[src/hw/rtl/assert_macros.svh]
// ----------------------------------------------------------------------------
// Assertion macros
// Shared concurrent assertion forms for the quarter-turn rotation block.
// ----------------------------------------------------------------------------
`ifndef ASSERT_MACROS_SVH
`define ASSERT_MACROS_SVH

// Same-cycle implication, clocked on clk_i and disabled in reset.
`define RQT_ASSERT(lbl, trig, prop, msg) \
  lbl: assert property (@(posedge clk_i) disable iff (!rst_ni) (trig) |-> (prop)) \
    else $error(msg);

// Next-cycle implication, clocked on clk_i and disabled in reset.
`define RQT_ASSERT_NEXT(lbl, trig, prop, msg) \
  lbl: assert property (@(posedge clk_i) disable iff (!rst_ni) (trig) |=> (prop)) \
    else $error(msg);

`endif

[src/hw/rtl/rqt_pkg.sv]
// ----------------------------------------------------------------------------
// rqt_pkg
// Types and constants shared by the quarter-turn rotation block.
// ----------------------------------------------------------------------------
`timescale 1ns / 1ps

package rqt_pkg;

  typedef struct packed {
    logic [1:0]  opcode;
    logic [31:0] pixel_in;
  } rqt_in_t;

  typedef struct packed {
    logic [31:0] pixel_out;
    logic        last;
  } rqt_out_t;

  localparam logic [1:0] OP_STORE = 2'd0;
  localparam logic [1:0] OP_EMIT  = 2'd1;
  localparam logic [1:0] OP_START = 2'd2;

  localparam logic [1:0] ROT_NONE = 2'd0;
  localparam logic [1:0] ROT_CW   = 2'd1;
  localparam logic [1:0] ROT_180  = 2'd2;

  localparam int          CFG_IDX_W       = 3;
  localparam logic [2:0]  REG_WIDTH       = 3'd0;
  localparam logic [2:0]  REG_HEIGHT      = 3'd1;
  localparam logic [2:0]  REG_ROTATION    = 3'd2;
  localparam logic [2:0]  REG_PIXEL_BYTES = 3'd3;

  localparam logic [2:0]  FOUR_BYTES = 3'd4;
  localparam logic [31:0] PIX3_MASK  = 32'h00FF_FFFF;

  localparam int FIFO_DEPTH = 4;

  typedef enum logic [1:0] {
    CMD_STORE,
    CMD_EMIT,
    CMD_START
  } cmd_e;

  typedef struct packed {
    cmd_e        op;
    logic [31:0] pixel;
  } cmd_t;

  typedef struct packed {
    logic valid;
    cmd_t cmd;
  } head_t;

  typedef struct packed {
    logic [8:0] width;
    logic [8:0] height;
    logic [1:0] rotation;
    logic [2:0] pixel_bytes;
  } cfg_t;

  localparam cfg_t CFG_RESET = '{width: 9'd256, height: 9'd256,
                                 rotation: ROT_NONE, pixel_bytes: 3'd3};

  typedef enum logic {
    BK_RUN,
    BK_DIV
  } bk_state_e;

endpackage

[src/hw/rtl/rqt_front.sv]
// ----------------------------------------------------------------------------
// rqt_front
// Accepts words, decodes the opcode and queues commands for the back end.
// ----------------------------------------------------------------------------
`timescale 1ns / 1ps

`include "assert_macros.svh"

module rqt_front import rqt_pkg::*; (
  input  logic    clk_i,
  input  logic    rst_ni,
  input  logic    start_i,
  input  rqt_in_t in_i,
  input  logic    hold_i,
  input  logic    pop_i,
  output logic    busy_o,
  output head_t   head_o
);

  localparam int PW = (FIFO_DEPTH > 1) ? $clog2(FIFO_DEPTH) : 1;
  localparam logic [PW:0] FULL_CNT = FIFO_DEPTH[PW:0];

  cmd_t          fifo_q [FIFO_DEPTH];
  logic [PW-1:0] wr_ptr_q, wr_ptr_d;
  logic [PW-1:0] rd_ptr_q, rd_ptr_d;
  logic [PW:0]   cnt_q, cnt_d;
  cmd_t          cmd;
  logic          keep;
  logic          push;

  always_comb begin
    cmd.pixel = in_i.pixel_in;
    cmd.op    = CMD_STORE;
    keep      = 1'b1;
    unique case (in_i.opcode)
      OP_STORE: cmd.op = CMD_STORE;
      OP_EMIT:  cmd.op = CMD_EMIT;
      OP_START: cmd.op = CMD_START;
      default:  keep   = 1'b0;
    endcase
  end

  assign busy_o = (cnt_q == FULL_CNT) || hold_i;
  assign push   = start_i && !busy_o && keep;

  always_comb begin
    wr_ptr_d = push  ? wr_ptr_q + PW'(1) : wr_ptr_q;
    rd_ptr_d = pop_i ? rd_ptr_q + PW'(1) : rd_ptr_q;
    cnt_d    = cnt_q;
    if (push && !pop_i) begin
      cnt_d = cnt_q + (PW+1)'(1);
    end else if (pop_i && !push) begin
      cnt_d = cnt_q - (PW+1)'(1);
    end
  end

  always_ff @(posedge clk_i or negedge rst_ni) begin
    if (!rst_ni) begin
      wr_ptr_q <= '0;
      rd_ptr_q <= '0;
      cnt_q    <= '0;
    end else begin
      wr_ptr_q <= wr_ptr_d;
      rd_ptr_q <= rd_ptr_d;
      cnt_q    <= cnt_d;
    end
  end

  always_ff @(posedge clk_i) begin
    if (push) begin
      fifo_q[wr_ptr_q] <= cmd;
    end
  end

  assign head_o.valid = (cnt_q != '0);
  assign head_o.cmd   = fifo_q[rd_ptr_q];

  `RQT_ASSERT(a_no_pop_when_empty, pop_i, head_o.valid, "back end popped an empty queue")

endmodule

[config.mk]
export PLATFORM = sky130hd
export DESIGN_NAME = rqt_front
export DESIGN_NICKNAME = d
export VERILOG_FILES = /design/src/hw/rtl/rqt_pkg.sv /design/src/hw/rtl/rqt_front.sv
export VERILOG_INCLUDE_DIRS = /design/src /design/src/hw/rtl
export SDC_FILE = /design/constraint.sdc
export NUM_CORES = 1
export LEC_CHECK = 0
export BUFFER_PORTS_ARGS = -buffer_cell sky130_fd_sc_hd__buf_2
export CAP_MARGIN = 0
export CORE_UTILIZATION = 57
export CTS_CLUSTER_DIAMETER = 150
export DETAILED_ROUTE_END_ITERATION = 16
export PLACE_DENSITY = 0.79
export SLEW_MARGIN = 10
export SYNTH_ARGS = -nofsm -noshare
export SYNTH_HDL_FRONTEND = slang
export SYNTH_SLANG_ARGS = --single-unit
[constraint.sdc]
create_clock -name clk_i -period 3 [get_ports clk_i]
set_input_delay 0.15 -clock clk_i [delete_from_list [all_inputs] [get_ports clk_i]]
set_output_delay 0.15 -clock clk_i [all_outputs]
set_load 0.02 [all_outputs]
Yosys cells after proc, flatten, opt, wreduce, memory -nomap -nowiden
Memories as Yosys holds them, arrays and structs flattened.
Cells that the tools add are included.
{"block": "op_classes", "eq_ne": 3, "reduce_logical": 12, "addsub": 4, "mux": 6}
{"cell": "$mux 3", "count": 2}
{"cell": "$add 2x1->2 const B", "count": 2}
{"cell": "$logic_and 1x1->1", "count": 4}
{"cell": "$pmux 2 s2", "count": 1}
{"cell": "$add 3x1->3 const B", "count": 1}
{"cell": "$eq 3x3->1 const B", "count": 1}
{"cell": "$logic_not 1->1", "count": 3}
{"cell": "$mux 1", "count": 3}
{"cell": "$reduce_bool 3->1", "count": 1}
{"cell": "$reduce_or 3->1", "count": 1}
{"cell": "$sub 3x1->3 const B", "count": 1}
{"cell": "$eq 2x1->1 const B", "count": 1}
{"cell": "$eq 2x2->1 const B", "count": 1}
{"cell": "$logic_not 2->1", "count": 1}
{"cell": "$reduce_bool 2->1", "count": 1}
{"cell": "$logic_or 1x1->1", "count": 1}
{"block": "word_totals", "regBits": 7, "ram_bits": 136, "memories": 1, "output_inout_bits": 36}
{"name": "fifo_q", "depth": 4, "word_bits": 34, "read_ports": 1, "rd_clocked_by_memory_dff": 0, "write_ports": 1, "line_no": "rqt_front.sv:23", "text": "cmd_t fifo_q [FIFO_DEPTH];"}

Depth between registers and ports, before layout
{"block": "depth", "ltp_word": 9, "mapped_depth": 8, "depth_no_buf": 8}

Worst setup path before layout
OpenSTA, ideal clock, no wires.
{"block": "synth_path", "path_type": "register to register", "from": "register cnt_q[0]", "to": "memory fifo_q[0][0] (netlist bit) (enable)", "setup_slack_ns": 0.863, "t_arrival_ns": 1.742, "required_time_ns": 2.606, "path_buffers": 0, "path_stages_with_launch": 4, "path_cell_list": "dfrtp_1 > nor2_1 > a211oi_4 > and2_1"}
{"block": "synth_between", "elab_chain_cells": 7}
{"item": "start: declaration", "line_no": "rqt_front.sv:26", "text": "logic [PW:0] cnt_q, cnt_d;"}
{"item": "start signal: assignment", "line_no": "rqt_front.sv:65", "text": "cnt_q <= cnt_d;"}
{"item": "$eq 3x3->1", "line_no": "rqt_front.sv:43", "text": "assign busy_o = (cnt_q == FULL_CNT) || hold_i;"}
{"item": "$logic_or 1x1->1", "line_no": "rqt_front.sv:43"}
{"item": "$logic_not 1->1", "line_no": "rqt_front.sv:44", "text": "assign push = start_i && !busy_o && keep;"}
{"item": "$logic_and 1x1->1 (2 in series)", "line_no": "rqt_front.sv:44"}
{"item": "named net push", "line_no": "rqt_front.sv:29", "text": "logic push;"}
{"item": "$mux 1", "line_no": "rqt_front.sv:70", "text": "if (push) begin"}
{"item": "$mux 1 (not written as such)", "line_no": "rqt_front.sv:71", "text": "fifo_q[wr_ptr_q] <= cmd;"}
{"item": "end: declaration", "line_no": "rqt_front.sv:23"}
The timed path passes the listed nets, and every way through them passes these cells.

==> run summary <==
The flow ran to the end, and the final reports show no timing, DRC or antenna violations. The proportion of netlist area held by the largest area contributor is 0.752. Fill cells in the final layout number approximately 520.

The final layout net count is ~390. The top achievable clock speed came out at between 0.3 and 0.4 GHz. The maximum number of pins on one net before global-route repair came out at 36.

Of the total power, the share spent switching nets is 0.296. The worst setup path is captured at an output port. The path class of the tightest hold or removal check is input port to register. STA puts the critical path data arrival time at roughly 2.4 ns. The boundary pin count is 75. The net switching power came out at around 0.0018 W. The startpoint kind of the worst setup timing path is a register.

Of the synthesized area, sequential elements account for 0.785. For this run, global-route usage on met3 was measured as 0.0604. Clock tree synthesis selected as its root buffer the cell clkbuf_8. The slew at the pin closest to its max-slew limit is between 0.8 and 0.9 ns. The via count of the first global-routing pass came to 2,699. The floorplan die height is 99.6 um.

The clock-pin slew on the worst setup and hold paths came out at 0.06 ns. Across the run, the number of max-cap violations was 0. The share of total power dissipated in sequential elements is 0.431. The average cell area after synthesis came out at ~25 um^2. The maximum number of buffers from clock root to sink came out at 2.

The share of flip-flops with an asynchronous set or reset after synthesis is 0.0490. The internal power of the cells came out at about 0.0043 W. Dividing the final minimum period by the clock period gives 0.856. Ranked by instance count, the synthesized netlist is headed by 136 x edfxtp_1, 18 x mux4_1, 16 x mux4_2. The largest clock skew in the final design came out at ~0.009 ns. The number of pins with negative max-slew slack in the final report came out at 0. The number of CTS-inserted buffers is 17. The area enclosed by the die boundary came out at 0.00992 mm^2.

The sum of internal, switching and leakage power is just over 0.006 W. The relative contribution of combinational cells to total power is 0.245. The layout cell share with drive strength beyond 1 came out at 0.385. The routed length per placed instance is 17.9 um. The area of the mapped netlist is roughly 0.0054 mm^2. The met2 track demand over resource in global routing came out at 0.310. The number of clock sinks seen by CTS is 143. Before antenna repair, the detailed router went through 4 iterations. The estimated wirelength of the detail-placed design is 5.31 mm.

The headroom to the max-slew limit came out at 0.442. The share of total power in the clock network came out at 0.324. edfxtp_1 takes more of the synthesized area than any other cell. By area the synthesized netlist is led by edfxtp_1 75%, mux4_1 8.7%, mux4_2 6.6%.

After global routing, the most crowded layer is met2. In the global route stage, overall resource usage came out at 0.195. The yosys synthesis warning count is 0. The gate count after technology mapping came out at 216. Setup repair after global routing left no endpoint under its margin. The latest clock arrival within the worst-skew pair came out at between 0.5 and 0.6 ns. In this run, the number of DRC markers left after iteration 0 of detailed routing was 110. The setup violation total in the final timing report came out at 0. The initial antenna violation count came out at 0. The core region is between 0.009 and 0.01 mm^2. The detailed-route vias per instance is between 5 and 6. The worst vdd rail ir drop is around 480 uV. The kind of critical path is register to output port. The hold violation count in the final report is 0. The first global-routing pass estimated about 14 mm of wire.

For this configuration, the core starts out at a cell density of 0.588. The number of enable flip-flop cells after synthesis is about 140. The last weighted congestion value of the routability-driven placer came out at 0.697.

Power spread over the standard cell area amounts to slightly below 900 mW/mm^2. The flip-flop and latch count after synthesis came out at 143. Yosys instantiated no cell more often than edfxtp_1. The count of unique library cells instantiated by Yosys is 23. The width of the die is about 100 um. The critical path data required time came out at ~2.9 ns. From synthesis to final layout, the design area changed by 27.5%. For this run, the leading register cell type out of synthesis is edfxtp_1. Summed over all layers, the global routing overflow is 0. The maximum fanout along the worst path is 26. The number of levels the H-tree was split into is 4. Setup total negative slack on the finished layout was measured at 0 ns.

Once detail routing completed, the nets flagged for antenna violations numbered 0. The number of buffers inserted by post-CTS setup repair came out at 0. The leakage power of the design is around 2.5 nW.

The number of nets in the synthesized netlist is ~260. The logic depth of the worst register-to-register path is 4. The count of input and output buffers came out at 74. The number of placement rows is 35.

The routed via count is around 2,600. The DRC violations left came out at 0. The global-route met1 utilization came out at 0.256. Summed over all layers, the routed wires come to a little under 9 mm. The shortest clock period the worst path allows after layout came out at approximately 2.6 ns. The repair_antennas step left the layout with diodes totalling 0.

TritonCTS built the clock tree. Counting instances, the worst hold path has a depth of 2.
-- layout by cell type (no fill, tap or decap) --
master | netlist | routed
a211oi_4 | 1 | 1
a21bo_1 | 1 | 1
a21o_1 | 1 | 1
and2_2 | 1 | 4
and2b_1 | 1 | 1
buf_2 | 4 | 74
buf_4 | 0 | 10
bufinv_16 | 0 | 2
clkbuf_1 | 0 | 1
clkbuf_16 | 0 | 16
clkbuf_8 | 0 | 1
clkinv_1 | 0 | 1
clkinv_4 | 0 | 3
clkinvlp_4 | 0 | 3
dfrtp_1 | 7 | 5
dfrtp_2 | 0 | 2
dlygate4sd3_1 | 0 | 37
edfxtp_1 | 136 | 136
fa_1 | 1 | 1
ha_1 | 5 | 5
inv_1 | 4 | 4
inv_6 | 0 | 4
inv_8 | 0 | 1
mux2_2 | 1 | 1
mux2_4 | 1 | 1
mux4_1 | 18 | 18
mux4_2 | 16 | 16
nand2_1 | 1 | 1
nor2_1 | 2 | 2
nor2b_1 | 1 | 1
or3_1 | 1 | 1
xnor2_1 | 3 | 3
xor2_1 | 3 | 3
-- per-stage QoR --
step | instances | hold slack (ns) | util | setup WS [ns] | area [um^2]
floorplan | 216 | -0.146 | - | 0.863 | 5430
global placement | 421 | -0.0106 | 0.647 | 0.881 | 5980
detailed placement | 421 | -0.00220 | 0.647 | 0.815 | 5980
CTS | 490 | 0.0729 | 0.749 | 0.343 | 6920
global route | 490 | 0.0879 | 0.749 | 0.275 | 6920
finish | 490 | 0.0890 | 0.749 | 0.431 | 6920
-- critical path, cell delays in order, from the launching register on --
cell	delay, ns
dfrtp_2	0.87
buf_4	0.30
mux4_1	0.57
buf_2	0.18
-- area by class of cell --
cell class,count,area [um^2],share of cell area
clock buffer,18,418,0.0604
clock inverter,14,159,0.0229
inverter,4,15.0,0.00217
multi-input combinational,61,1090,0.158
sequential,143,4260,0.615
tap,129,161,0.0233
timing repair buffer,121,816,0.118
-- power groups by stage --
stage / sequential [W] / clock [W] / combinational (W)
2_1_floorplan: 0.00250 / 0 / 0.00125
3_3_place_gp: 0.00270 / 0 / 0.00147
3_5_place_dp: 0.00271 / 0 / 0.00149
4_1_cts: 0.00267 / 0.00203 / 0.00153
5_1_grt: 0.00270 / 0.00210 / 0.00161
6_report: 0.00266 / 0.00200 / 0.00151
-- registers in the layout, summed over array words and instances, names as in the netlist --
name and count:
fifo_q 136, cnt_q 3, wr_ptr_q 2, rd_ptr_q 2
-- cell families (layout without fill, tap and decap cells) --
family | count (synthesis) | after routing | share of synthesized area
AND/OR/NAND/NOR | 10 | 10 | 0.0106
adder cells (fa/ha/maj) | 6 | 6 | 0.0152
buffers and inverters | 12 | 157 | 0.0147
AO/OA/AOI/OAI | 3 | 3 | 0.00691
XOR/XNOR | 6 | 6 | 0.00968
flip-flops | 143 | 143 | 0.785
multiplexers | 36 | 36 | 0.158
-- layer usage --
metal / routed length (um) / part of all wire / up-vias
met5: 0 / 0 / -
met4: 115 / 0.013 / 0
li1: - / - / 1185
met3: 418 / 0.048 / 11
met2: 4310 / 0.49 / 72
met1: 3910 / 0.45 / 1289
-- repair_timing --
action	4_1_cts	5_1_grt
resized for setup	0	0
endpoints found under the setup margin	0	0
hold endpoints to repair	142	0
hold buffers	37	0
-- worst paths after layout --
check | startpoint | to | slack (ns)
max | rd_ptr_q[0] | head_o[17] | 0.43
min | in_i[32] | fifo_q[3][32] | 0.09
max reg2reg | cnt_q[0] | fifo_q[0][14] | 0.84
min reg2reg | cnt_q[2] | cnt_q[2] | 0.58
max in group asynchronous | rst_ni | rd_ptr_q[0] | 2.11
min in group asynchronous | rst_ni | cnt_q[2] | 0.61
Power figures use the tool's default switching activity.
